## src/hw/rtl/bfdp_pkg.sv

```systemverilog
// shared types, constants and codes for the bounded timestamp fifo
// no dependencies
package bfdp_pkg;

  localparam int DEPTH     = 1024;
  localparam int ADDR_W    = $clog2(DEPTH);
  localparam int CNT_W     = $clog2(DEPTH + 1);
  localparam int TIME_W    = 32;
  localparam int SIZE_W    = 11;
  localparam int OCC_W     = 11;
  localparam int LIM_W     = (CNT_W > SIZE_W) ? CNT_W : SIZE_W;
  localparam int CFG_IDX_W = 1;

  localparam logic [SIZE_W-1:0] MAX_SIZE_RST = SIZE_W'(1024);

  typedef enum logic [1:0] {
    REQ_ENQ   = 2'd0,
    REQ_DEQ   = 2'd1,
    REQ_PEEK  = 2'd2,
    REQ_CLEAR = 2'd3
  } req_t;

  typedef enum logic [1:0] {
    ST_OK      = 2'd0,
    ST_REJECT  = 2'd1,
    ST_DROPPED = 2'd2,
    ST_EMPTY   = 2'd3
  } status_t;

  typedef enum logic [CFG_IDX_W-1:0] {
    CFG_DROP_POLICY = 1'd0,
    CFG_MAX_SIZE    = 1'd1
  } cfg_idx_t;

  // controller to datapath
  typedef struct packed {
    logic    rd;        // read head entry into the ram output register
    logic    capture;   // latch the request time
    logic    exec;      // apply the operation and load the result
    logic    push;
    logic    pop;
    logic    clr;
    logic    peek;
    status_t res_status;
  } bfdp_cmd_t;

  // datapath to controller
  typedef struct packed {
    logic empty;
    logic full;         // occupancy at or above the effective limit
    logic evict_head;
  } bfdp_sts_t;

endpackage

```

## src/hw/rtl/bfdp_ctrl.sv

```systemverilog
// request sequencer: accepts a command, decodes it against queue status
// depends on bfdp_pkg
module bfdp_ctrl import bfdp_pkg::*; (
  input  logic      clk,
  input  logic      rst,
  input  logic      start,
  input  logic [1:0] req_type,
  input  bfdp_sts_t sts,
  output bfdp_cmd_t cmd,
  output logic      busy,
  output logic      done
);

  typedef enum logic [1:0] {
    S_IDLE = 2'b01,
    S_EXEC = 2'b10
  } state_t;

  state_t state, state_next;
  req_t   req;

  always_ff @(posedge clk) begin
    if (rst) begin
      state <= S_IDLE;
      done  <= 1'b0;
    end else begin
      state <= state_next;
      done  <= (state == S_EXEC);
    end
  end

  always_ff @(posedge clk) begin
    if (cmd.capture) begin
      req <= req_t'(req_type);
    end
  end

  always_comb begin
    state_next = state;
    unique case (state)
      S_IDLE: begin
        if (start) state_next = S_EXEC;
      end
      S_EXEC:  state_next = S_IDLE;
      default: state_next = S_IDLE;
    endcase
  end

  assign busy = (state == S_EXEC);

  always_comb begin
    cmd            = '0;
    cmd.res_status = ST_OK;
    cmd.rd         = (state == S_IDLE);
    cmd.capture    = (state == S_IDLE) && start;
    cmd.exec       = (state == S_EXEC);
    if (state == S_EXEC) begin
      unique case (req)
        REQ_ENQ: begin
          if (!sts.full) begin
            cmd.push = 1'b1;
          end else if (sts.evict_head && !sts.empty) begin
            cmd.push       = 1'b1;
            cmd.pop        = 1'b1;
            cmd.res_status = ST_DROPPED;
          end else begin
            cmd.res_status = ST_REJECT;
          end
        end
        REQ_DEQ: begin
          if (sts.empty) cmd.res_status = ST_EMPTY;
          else           cmd.pop        = 1'b1;
        end
        REQ_PEEK:  cmd.peek = !sts.empty;
        REQ_CLEAR: cmd.clr  = 1'b1;
        default:   cmd.clr  = 1'b0;
      endcase
    end
  end

endmodule

```

## config.mk

```make
export PLATFORM = sky130hd
export DESIGN_NAME = bfdp_ctrl
export DESIGN_NICKNAME = d
export VERILOG_FILES = /design/src/hw/rtl/bfdp_pkg.sv /design/src/hw/rtl/bfdp_ctrl.sv
export SDC_FILE = /design/constraint.sdc
export NUM_CORES = 1
export LEC_CHECK = 0
export BUFFER_PORTS_ARGS = -buffer_cell sky130_fd_sc_hd__buf_2
export CORE_AREA = 2 2 39 41
export CTS_BUF_LIST = sky130_fd_sc_hd__clkbuf_2 sky130_fd_sc_hd__clkbuf_4 sky130_fd_sc_hd__clkbuf_8
export DETAILED_ROUTE_END_ITERATION = 8
export DIE_AREA = 0 0 41 43
export PLACE_DENSITY_LB_ADDON = 0.25
export SLEW_MARGIN = 30
export SYNTH_ARGS = -nofsm -noshare
export SYNTH_HDL_FRONTEND = slang
export SYNTH_SLANG_ARGS = --single-unit
```

## constraint.sdc

```tcl
create_clock -name clk -period 2.37 [get_ports clk]
set_input_delay 0.237 -clock clk [delete_from_list [all_inputs] [get_ports clk]]
set_output_delay 0.237 -clock clk [all_outputs]
set_load 0.03 [all_outputs]
```

== Word-level counts from Yosys, hierarchy flattened ==
Index checks and enable logic that the tools add are counted.

* Word-level logic and storage cells: 27
* Flip-flop bits (word level): 5
* Bits of input ports: 8
* Output and inout port bits: 11

* Equality and inequality tests: 5
* Reduce and logical (&&, ||, !) cells: 5
* Mux-type cells: 13
* Bitwise gates (word level): 1

{| class="wikitable"
|+ Operator list
! cell !! count
|-
| $mux 2 || 4
|-
| $eq 2x2->1 const B || 3
|-
| $mux 1 || 6
|-
| $mux 6 || 1
|-
| $eq 2x1->1 const B || 2
|-
| $pmux 2 s2 || 1
|-
| $logic_and 1x1->1 || 2
|-
| $logic_not 2->1 || 1
|-
| $pmux 1 s2 || 1
|-
| $reduce_or 2->1 || 1
|-
| $logic_not 1->1 || 1
|-
| $not 1->1 || 1
|}

== Depth between registers and ports, before layout ==
Gate-level depths: netlist of the first run.

* Depth in word-level cells: 6
* Gate-level depth with buffers: 2

== Worst setup path after synthesis of the first run ==
Ideal clock, no wire load.

* Kind: register to output
* From: reg req[1]
* To: out cmd[4] in the netlist's numbering
* Buffers on the path: 0
* Arrival time: 1477 ps
* Setup slack: 656 ps
* Stages on the path, launching flop included: 3
* Data required time: 2133 ps
* Path through: edfxtp_1 or3b_4 nor3_1

{| class="wikitable"
|+ RTL lines
! what !! line !! text
|-
| start, declared || bfdp_ctrl.sv:20 || <nowiki>req_t req;</nowiki>
|-
| start signal, assigned || bfdp_ctrl.sv:34 || <nowiki>req <= req_t'(req_type);</nowiki>
|-
| end, declared || bfdp_ctrl.sv:9 || <nowiki>output bfdp_cmd_t cmd,</nowiki>
|}

==> summary by stage, run 1 <==
Global routing
The initial antenna violation count was 0. The total routing resource utilization after global routing is 7.36%. The residual overflow from global routing is 0. The maximum number of pins on one net before global-route repair is 9. The via count of the first global-routing pass is 217. The global-route wire length before repair is 834 um.

Synth
The mean cell area of the mapped netlist is 9.96 um2. The Yosys step of the flow raised 0 warnings. The cell taking the most area after synthesis is dfxtp_1. The distinct cell type count of the synthesized netlist is 19. The mapped netlist covers 269 um2. The fraction of synthesized area in multiplexers is 0%. The area share of the leading cell type in the synthesized netlist is 22.3%.

The sequential-to-total area share from yosys stat is 44.7%. Synthesis produced a netlist whose cell count is 27. After synthesis, the cell types taking the most area are dfxtp_1 (22%), edfxtp_1 (22%), a211oi_2 (4.7%).

Summing the areas of all compound-gate instances in the mapped netlist gives 12.1% of the synthesized area. The number of enable flip-flop cells after synthesis is 2. Counting every net in the synthesized netlist gives 35. After synthesis the netlist holds a flip-flop and latch count of 5. Of the total synthesized cell area, the portion taken by XOR and XNOR cells is 0%. Of the total synthesized cell area, the portion taken by full adders, half adders and majority gates is 0%.

The proportion of synthesized flip-flops having asynchronous set or reset is 0%. Among all flip-flop cells after synthesis, the most frequent one is dfxtp_1. The largest family of logic cells by synthesized area is simple AND/OR/NAND/NOR gates. The synthesized netlist devotes 39.1% of its cell area to simple gates.

Routing
The initial detailed-routing violation count is 2. The first detailed-routing pass ran for 2 iterations. The DRC violations left is 0. In the routed layout, each cell is associated on average with a via count of 4.08. After detailed routing, the average wire length per cell comes to 9.23 um. The routed design has 591 um of wire. The number of nets with antenna violations after detailed routing is 0.

The routed layout has 261 vias.

Run
The max-capacitance violation count is 0.

Placed design
The HPWL after detailed placement is 480 um. The congestion estimate from routability-driven global placement came to 0.587. OpenSTA, run right after detailed placement, puts the worst setup slack at 917 ps. The count of port buffers added during placement is 18.

CTS
The H-tree depth is 1. The cell chosen for the clock root is clkbuf_4. The number of gates resized after CTS was 0. Counting the buffers created by CTS gives 3.

The number of setup buffers added after CTS is 0. Hold repair after CTS inserted 0 buffers. The deepest clock path buffer count is 2. The clock tree from TritonCTS is yes. The clock-pin transition on the worst setup and hold timing paths is 40 ps.

For this design, the sink count on the clock tree is 5. The clock latency reported for the late side of the worst-skew pair is 240 ps.

Finish
The number of antenna diodes in the final layout is 0. The share of final-layout standard cells stronger than drive strength 1 is 56.3%. The layout-stage area growth over the synthesis result is 49.3%. In the final design database the tool counted 57 nets. The fraction of the core area covered by cells at the end of the flow is 29.0%.

STA
The final worst setup slack is 678 ps. For the pin with the worst max-slew slack, the measured transition is 286 ps. The number of endpoints failing setup at the final stage is 0. The final setup skew is 1.09 ps. The setup TNS after final layout is 0 ps. The headroom to the max-slew limit is 80.9%.

For the finished layout, the period the worst path requires is 1690 ps. Timing would allow up to 591 MHz. The number of hold violations in the final report came to 0.

Setup repair after global routing left no endpoint under its margin. The fraction of the cycle the final worst path needs is 71.4%. The final-report max-slew violation count came to 0.

Worst hold path
The classification of the worst-slack hold path is input port to flop. The cell count of the worst hold path is 1.

Pwr
The reported leakage power is 0.201 nW. VDD sags by at most 224 uV. For this design the ratio of total power to cell area is 604 nW/um2.

Total power for the finished layout comes to 0.242 mW.

Die
The chip height is 43 um. For this configuration, the core starts out at a cell density of 19.4%. The die area is 1760 um2.

In this run the count of I/O pins placed on the die edge is 19. The area of the core is 1380 um2. The die outline width is 41 um. The floorplan row count is 14.

Worst setup path
The top cell family by delay on the critical path is simple AND/OR/NAND/NOR gates. Walking the worst path, the cells encountered are or3b_4 -> a211oi_2 -> buf_2. The maximum cell stage delay along the critical path is 420 ps. The data arrival time of the critical path is 1450 ps.

The number of cells on the critical path is 3. Among all stages on the critical path, the largest delay is contributed by or3b_4. The category of the worst setup path capture point is an output pin. The worst setup path is of the flop to output pin kind. At the worst endpoint, the required time is 2130 ps. In this run the worst path has a maximum fanout of 4. The sum of buffers and inverters on the critical path is 1.

The worst setup path is launched from a flop. Measured in cells, the most critical reg-to-reg path has a length of 2.

Status
The run finished with clean final reports.
-- where the power goes --
group          internal (mW)  total (mW)  switching, mW
clock network         0.0749       0.107         0.0321
registers             0.0951      0.0996        0.00444
logic                 0.0147      0.0359         0.0212
total                  0.185       0.242         0.0578
-- placed cells by master (no fill, tap or decap), drive strengths merged, types with 2 or more instances in the layout --
cell / instances
nor2: 3
a21oi: 2
clkbuf: 4
and3: 2
nor3: 2
nor2b: 2
dfxtp: 3
edfxtp: 2
buf: 18
-- cells by family (layout without fill, tap and decap cells) --
kind of cell | count (synthesis) | count (layout)
AO/OA/AOI/OAI | 4 | 4
buffers and inverters | 2 | 23
flip-flops | 5 | 5
AND/OR/NAND/NOR | 16 | 16
-- flip-flops by register name, indices dropped and copies added, names as in the netlist --
name   flops
req        2
state      2
done       1
-- per-stage QoR --
stage / hold slack (ps) / cell area, um2 / std cells
global placement: 416 / 372 / 60
finish: 176 / 402 / 64
global route: 167 / 402 / 64
detailed placement: 416 / 372 / 60
floorplan: 309 / 269 / 27
CTS: 168 / 402 / 64
-- final cells by class --
type                            count  area, um2
Sequential cell                     5        120
Inverter                            1       3.75
Multi-Input combinational cell     20        138
Fill cell                         155        982
Tap cell                           16       20.0
Timing Repair Buffer               18       90.1
Clock buffer                        4       30.0
-- final timing paths --
| kind | startpoint | to | slack [ps] |
|---|---|---|---|
| max | req[1]$_DFFE_PP_ | cmd[5] | 680 |
| min | req_type[1] | req[1]$_DFFE_PP_ | 180 |
| max reg2reg | state[1]$_SDFFE_PP0P_ | req[0]$_DFFE_PP_ | 1450 |
| min reg2reg | state[0]$_SDFFE_PP1P_ | state[1]$_SDFFE_PP0P_ | 550 |
-- synthesized netlist by cell type, types with 2 or more instances --
library cell / count
a21oi_1: 2
dfxtp_1: 3
edfxtp_1: 2
and3_1: 2
nor2_1: 3
nor2b_1: 2
-- metal layers --
metal	part of all wire [%]	vias up	GRT usage, %
met5	0	-	0
met4	0	0	8.00
met3	11	0	1.57
met2	43	16	9.38
met1	46	109	9.12
li1	-	136	-
(Power assumes the default switching activity.)
==> inputs of run 2 (changes only) <==
--- a/config.mk
+++ b/config.mk
@@ -5,6 +5,7 @@
 export SDC_FILE = /design/constraint.sdc
 export NUM_CORES = 1
 export LEC_CHECK = 0
+export ABC_AREA = 1
 export BUFFER_PORTS_ARGS = -buffer_cell sky130_fd_sc_hd__buf_2
 export CORE_AREA = 2 2 39 41
 export CTS_BUF_LIST = sky130_fd_sc_hd__clkbuf_2 sky130_fd_sc_hd__clkbuf_4 sky130_fd_sc_hd__clkbuf_8
==> constraint.sdc (replaced) <==
create_clock -name clk -period 1.6 [get_ports clk]
set_input_delay 0.16 -clock clk [delete_from_list [all_inputs] [get_ports clk]]
set_output_delay 0.16 -clock clk [all_outputs]
set_load 0.03 [all_outputs]
==> run 2 against run 1 <==
Register-to-register slack got worse by 820 ps; highest routed layer unchanged; area after synthesis fell by 1.4%; flip-flop and latch count unchanged; die area unchanged; non-clock buffer count stayed put; largest cell class is now registers; global-route usage fell by 0.50 points; worst setup slack worse by 530 ps; count of clock-buffer cells in the layout did not move; critical path depth increased by 1; final cell count up 11%; wire length shrank 3.0%; largest power group unchanged.
==> summary by stage, run 2 <==
Synth
The post-synthesis instance total is 34. The sequential-to-total area share from yosys stat is 45.3%. The number of enable flip-flop cells after synthesis is 2. In this run, distinct cell masters in the synthesized netlist total 14. Measured against the total synthesized area, the mux share comes to 0%. The number of flip-flops and latches in the synthesized netlist is 5. The cell area that synthesis handed to floorplanning was 265 um2. During synthesis, Yosys emitted a total of 0 warnings. The largest family of logic cells by synthesized area is simple AND/OR/NAND/NOR gates.

The synthesized netlist devotes 8.96% of its cell area to compound gates. The mean cell area of the mapped netlist is 7.80 um2. In the post-synthesis netlist, the biggest area contributors are dfxtp_1 (23%), edfxtp_1 (23%), inv_1 (8.5%). For this run, the leading register cell type out of synthesis is dfxtp_1. The proportion of synthesized flip-flops having asynchronous set or reset is 0%.

The simple logic cell fraction of the synthesized area is 31.6%. The share of synthesized area in the top cell type comes to 22.6%. By instance count, the leading cell after synthesis is inv_1.

The number of nets in the synthesized netlist is 42. The cell taking the most area after synthesis is dfxtp_1. After Yosys synthesis, full adders, half adders and majority gates account for 0% of the synthesized area. The parity-gate share of the synthesized area counting xor and xnor cells is 0%. In the synthesized netlist, the cells that appear most often are inv_1 (6), nand3_1 (4), nor2_1 (4).

Placed design
Buffers placed on the I/O ports in this run total 18. The placed instance area is 374 um2. The HPWL after detailed placement is 462 um. The global placer's final weighted congestion is 0.574.

STA
The transition time of the tightest slew-check pin is 304 ps. The final setup skew is 1.99 ps. The fraction of the cycle the final worst path needs is 90.6%.

After routing, the total negative slack on setup checks comes to 0 ps. Setup repair after global routing left no endpoint under its margin. The number of hold violations in the final report was 0. The final-report max-slew violation count is 0. The maximum operating frequency is 690 MHz. Headroom to the max-slew limit came out at 79.6%.

Hold timing on the final database bottoms out at a slack of 88.2 ps. The worst path needs 1450 ps of the cycle, external delays included. Setup violations remaining at the end of the flow were counted as 0.

Finish
The layout-stage area growth over the synthesis result is 52.4%. In the final design database the tool counted 64 nets. The share of final-layout standard cells stronger than drive strength 1 is 56.4%. The largest registers in the layout are req x2, state x2, done x1.

The library cell used most frequently in the layout, excluding fill and tap cells, is buf_2. The library cells used most frequently in the layout, excluding fill and tap cells, are buf_2 (18), inv_1 (6), nor2_1 (4), nand3_1 (4), clkbuf_4 (4). The number of diodes added for antenna fixing is 0. The finished cells cover 404 um2.

CTS
The deepest clock path buffer count is 2. The number of clock buffers inserted by TritonCTS is 3. TritonCTS built the clock tree.

Clock-pin slew was measured on the worst setup and hold paths at 40 ps. At the later pin of the worst-skew pair, clock insertion delay measures 240 ps. Gates resized during post-CTS repair numbered 0. Buffers added to address setup during post-CTS repair amount to 0. The tree is rooted in a clkbuf_4. The total clock sinks is 5.

CTS built an H-tree with a depth of 1. For this design, the CTS-stage hold fixing added 0 buffers.

Routing
The number of nets with antenna violations after detailed routing is 0. The routed length on met2 is 249 um. After detailed routing, the met3 layer carries 86 um of wire. Summed over all layers, the routed wires come to 573 um. After detailed routing, the wire length on met1 is 236 um. After the first detailed-routing iteration, the DRC count stood at 2.

The detailed router used layers up to and including met3. Across all layers, the routed design uses 278 vias. The DRC violations left is 0.

The number of detailed-route iterations in the first pass is 3. The detailed-route wire length per cell is 8.07 um. The average vias per placed instance is 3.92.

Worst setup path
The signal on the critical path passes through nor2_2 -> nand3_1 -> a21oi_1 -> buf_2. The startpoint of the worst-slack reg-to-reg timing path is state[1]$_SDFFE_PP0P_. The maximum net fanout on the critical path is 5. The maximum cell stage delay along the critical path is 450 ps. The slowest stage of the critical path is the edfxtp_1 cell. The kind of cell with the highest combined delay along the critical path is flip-flops. The critical register-to-register path endpoint is req[1]$_DFFE_PP_. The worst setup path is launched from a flop.

The sum of buffers and inverters on the critical path is 1. The endpoint required time on the critical path is 1440 ps. The reg-to-reg setup timing slack is 630 ps. The worst setup path is of the flop to output pin kind. The category of the worst setup path capture point is an output pin. The number of cells traversed by the worst register-to-register path is 1. The data arrival time of the critical path is 1290 ps.

Pwr
For this design the ratio of total power to cell area is 898 nW/um2. For this design the static power due to leakage is 0.224 nW. IR analysis of the VDD net gives a maximum drop of 331 uV.

Status
The run finished with clean final reports.

Die
Measured along the x axis, the die boundary spans 41 um. The floorplan step defined a core boundary enclosing 1380 um2. The initial utilization of the core area, before any placement, comes to 19.2%. In this run the core area contains 14 standard-cell rows.

19 I/O pins were placed. The die area is 1760 um2. The floorplan step set the die height to 43 um.

Global routing
Entering global routing, the biggest net connects 8 pins. The residual overflow from global routing is 0. The initial antenna violation count is 0. The via count of the first global-routing pass is 217. The first global-routing pass estimated 752 um of wire. The total routing resource utilization after global routing is 6.85%.

Worst hold path
The classification of the worst-slack hold path is input port to flop. The startpoint of the worst hold path is rst. The cell count of the worst hold path is 2. The terminating pin of the worst hold path is done$_SDFF_PP0_.

Run
The max-capacitance violation count is 0.
run 2: cell types whose count changed after synthesis, sizes merged, moves of 2 or more:
| cell | previous run | this run |
|---|---|---|
| nand2 | 1 | 5 |
| nand3 | 0 | 4 |
| nor2b | 2 | 0 |
| and3 | 2 | 0 |
| inv | 1 | 8 |
| a21oi | 2 | 4 |
| nor2 | 3 | 5 |
run 2: area by class of cell:
cell class                 count  area (um2)
fill                         146         980
sequential                     5         120
multi-input combinational     20         114
timing repair buffer          18        90.1
clock buffer                   4        30.0
inverter                       8        30.0
tap                           16        20.0
run 2: worst max-delay path by stage:
| stage | end | slack [ps] | cells after the start | start |
|---|---|---|---|---|
| after floorplan | cmd[1] | 280 | 3 | req[0]$_DFFE_PP_ |
| after global placement | cmd[4] | 420 | 4 | req[0]$_DFFE_PP_ |
| after detailed placement | cmd[4] | 400 | 4 | req[0]$_DFFE_PP_ |
| after CTS | cmd[4] | 130 | 4 | req[0]$_DFFE_PP_ |
| after global routing | cmd[4] | 30 | 4 | req[0]$_DFFE_PP_ |
| final | cmd[4] | 150 | 4 | req[0]$_DFFE_PP_ |
run 2: metrics by stage:
step | util [%] | total power [mW] | instances | worst slack, ps
final | 29.2 | 0.363 | 71 | 150
after global placement | 27.0 | 0.204 | 67 | 418
after detailed placement | 27.0 | 0.204 | 67 | 398
after floorplan | - | 0.184 | 34 | 275
after CTS | 29.2 | 0.372 | 71 | 131
after global routing | 29.2 | 0.383 | 71 | 32.6
run 2: cells by family after synthesis:
logic type	after synthesis
simple gates	16
buf+inv	9
flops	5
compound gates	4
run 2: per-layer routing:
| metal | up-vias | GRT usage, % |
|---|---|---|
| li1 | 149 | - |
| met1 | 113 | 6.84 |
| met2 | 16 | 8.75 |
| met3 | 0 | 2.09 |
| met4 | 0 | 10.0 |
| met5 | - | 0 |
run 2: where the power goes:
part           switching (mW)  leakage [nW]  internal, mW
Clock                  0.0506        0.0184         0.111
Combinational          0.0369         0.162        0.0182
Sequential            0.00547        0.0437         0.141
==> inputs of run 3 (changes only) <==
--- a/config.mk
+++ b/config.mk
@@ -11,7 +11,6 @@
 export CTS_BUF_LIST = sky130_fd_sc_hd__clkbuf_2 sky130_fd_sc_hd__clkbuf_4 sky130_fd_sc_hd__clkbuf_8
 export DETAILED_ROUTE_END_ITERATION = 8
 export DIE_AREA = 0 0 41 43
-export PLACE_DENSITY_LB_ADDON = 0.25
 export SLEW_MARGIN = 30
 export SYNTH_ARGS = -nofsm -noshare
 export SYNTH_HDL_FRONTEND = slang
==> run 3 against run 2 <==
Non-clock buffer count did not move; critical path type unchanged; wire length fell by 4.4%; clock power fell by 4%; power fell by 1.6%; worst setup slack got worse by 3.9 ps; die area did not move; first-iteration DRC count rose to 2.5 times the previous value; design area did not move; largest power group unchanged; maximum frequency fell by 0.27%; final cell count did not move.
==> summary by stage, run 3 (same netlist as run 2, synthesis figures left out) <==
CTS
The number of gates given a new drive strength after cts is 0. The number of clock buffers inserted by TritonCTS is 3. The number of setup buffers added after CTS is 0. The quantity of hold-fixing buffers added after cts is 0. CTS built an H-tree with a depth of 1. TritonCTS built the clock tree. The clock drives 5 sinks. CTS placed an instance of clkbuf_4 at the clock tree root.

The clock-pin transition on the worst setup and hold timing paths is 40 ps. The clock latency reported for the late side of the worst-skew pair is 230 ps. The deepest clock path buffer count is 2.

Pwr
The relative contribution of the clock network to total power is 43.6%. Per report_power, the sequential group accounts for 41.1% of the total. The internal portion of total power is 0.270 mW.

For this design the total switching power over the nets is 0.0872 mW. In this run the static leakage power is 0.224 nW. The power consumption is 0.357 mW. Dividing total power by cell area gives a power density of 884 nW/um2. The switching share of power is 24.4%. Per report_power, the combinational group accounts for 15.3% of the total. The worst ir drop on vdd is 439 uV.

Global routing
The via count of the first global-routing pass is 269. The total routing resource utilization after global routing is 7.66%. Entering global routing, the biggest net connects 8 pins. After global routing the overflow that remains totals 0. The initial antenna violation count is 0. The first global-routing pass estimated 883 um of wire.

Worst setup path
The startpoint of the worst-slack reg-to-reg timing path is state[1]$_SDFFE_PP0P_. The worst setup path is captured at an output pin. The number of buffers and inverters on the critical path is 1.

In this design, the largest share of critical-path delay is due to flip-flops. At the worst endpoint, the required time is 1440 ps. The signal on the critical path passes through nor2_2 -> nand3_1 -> a21oi_1 -> buf_2.

The data arrival time of the critical path is 1290 ps. The maximum net fanout on the critical path is 5. The maximum cell stage delay along the critical path is 450 ps. For this design, the slowest cell found on the critical path is edfxtp_1. The critical path class is flop to output pin. The startpoint class of the critical path is a flop. The startpoint of the most critical setup path is req[0]$_DFFE_PP_.

Die
The floorplan row count is 14. The die covers 1760 um2. The initial cell density of the core is 19.2%. Measured along the x axis, the die boundary spans 41 um. The count of boundary I/O pins is 19. The die is 43 um tall. The floorplan step defined a core boundary enclosing 1380 um2.

STA
The number of endpoints failing setup at the final stage is 0. The time the final worst path needs with I/O delays and setup is 1450 ps. The maximum operating frequency is 688 MHz. The headroom to the max-slew limit is 79.3%. The final setup skew is 1.60 ps. Setup repair after global routing left no endpoint under its margin. The number of hold violations in the final report was 0. The setup TNS after final layout is 0 ps. The final-report max-slew violation count is 0. In the finished design, the share of the clock period the worst path needs comes to 90.9%. At the pin with the least slew margin, the transition time is 308 ps. Setup slack closes at 146 ps.

Routing
The detailed-route wire length per cell is 7.72 um. The average vias per placed instance is 3.89. For this block, the via count after detailed routing is 276. After detailed routing, the number of remaining DRC violations is 0. The initial detailed-routing violation count is 5. The routed design has 548 um of wire. The count of nets left with antenna violations once routing finished came out at 0.

The number of detailed-route iterations in the first pass is 2.

Placed design
The count of port buffers added during placement is 18. The setup slack at placement is 379 ps. The global placer's final weighted congestion is 0.626.

Once placement completed, the tool counted placed cells totaling 67. Summed over all nets, the half-perimeter wirelength after detailed placement is 477 um.

Finish
In the final layout, the registers with the most flip-flops are req x2, state x2, done x1. Leaving out filler cells and counting taps, the final layout contains 71. The number of diodes added for antenna fixing is 0. The fraction of the core area covered by cells at the end of the flow is 29.2%.

The share of final-layout standard cells stronger than drive strength 1 is 56.4%. From synthesis to final layout, the design area changed by 52.4%. After the last flow step, the layout net total stands at 64. The library cells used most frequently in the layout, excluding fill and tap cells, are buf_2 (18), inv_1 (6), nor2_1 (4), nand3_1 (4), clkbuf_4 (4). Leaving out fill and tap cells, the most frequent cell in the layout is buf_2.

Run
The tool flagged a number of max-cap violations equal to 0.

Worst hold path
The worst hold path begins at rst. The classification of the worst-slack hold path is input port to flop.

Status
The run finished with clean final reports.
run 3: cell counts in the layout (fill, tap and decap cells not counted):
Identical to the previous run, type by type.
run 3: stage by stage:
step / hold WS, ps / area, um2
after floorplan: 232 / 272
after global placement: 338 / 374
after detailed placement: 338 / 374
after CTS: 87.9 / 404
after global routing: 85.9 / 404
final: 93.9 / 404
run 3: power groups by stage:
| stage | combinational (mW) | sequential, mW | clock, mW |
|---|---|---|---|
| finish | 0.0545 | 0.147 | 0.156 |
| global route | 0.0609 | 0.148 | 0.174 |
| CTS | 0.0555 | 0.147 | 0.163 |
| detailed placement | 0.0551 | 0.149 | 0 |
| global placement | 0.0552 | 0.148 | 0 |
| floorplan | 0.0353 | 0.149 | 0 |
run 3: final timing paths:
check / endpoint / slack [ps] / depth (start not counted)
worst max-delay path: cmd[4] / 150 / 4
worst min-delay path: done$_SDFF_PP0_ / 90 / 2
worst max register to register: req[0]$_DFFE_PP_ / 620 / 1
worst min register to register: state[0]$_SDFFE_PP1P_ / 570 / 2
run 3: area by class of cell:
type / instances / area, um2
sequential: 5 / 120
fill: 158 / 980
multi-input combinational: 20 / 114
tap: 16 / 20.0
timing repair buffer: 18 / 90.1
inverter: 8 / 30.0
clock buffer: 4 / 30.0
run 3: layer usage:
layer	routed length, um	track usage, %	vias up
met5	0	0	-
met4	0	8.00	0
met3	69	1.57	0
met2	248	11.3	14
met1	231	8.14	113
li1	-	-	149
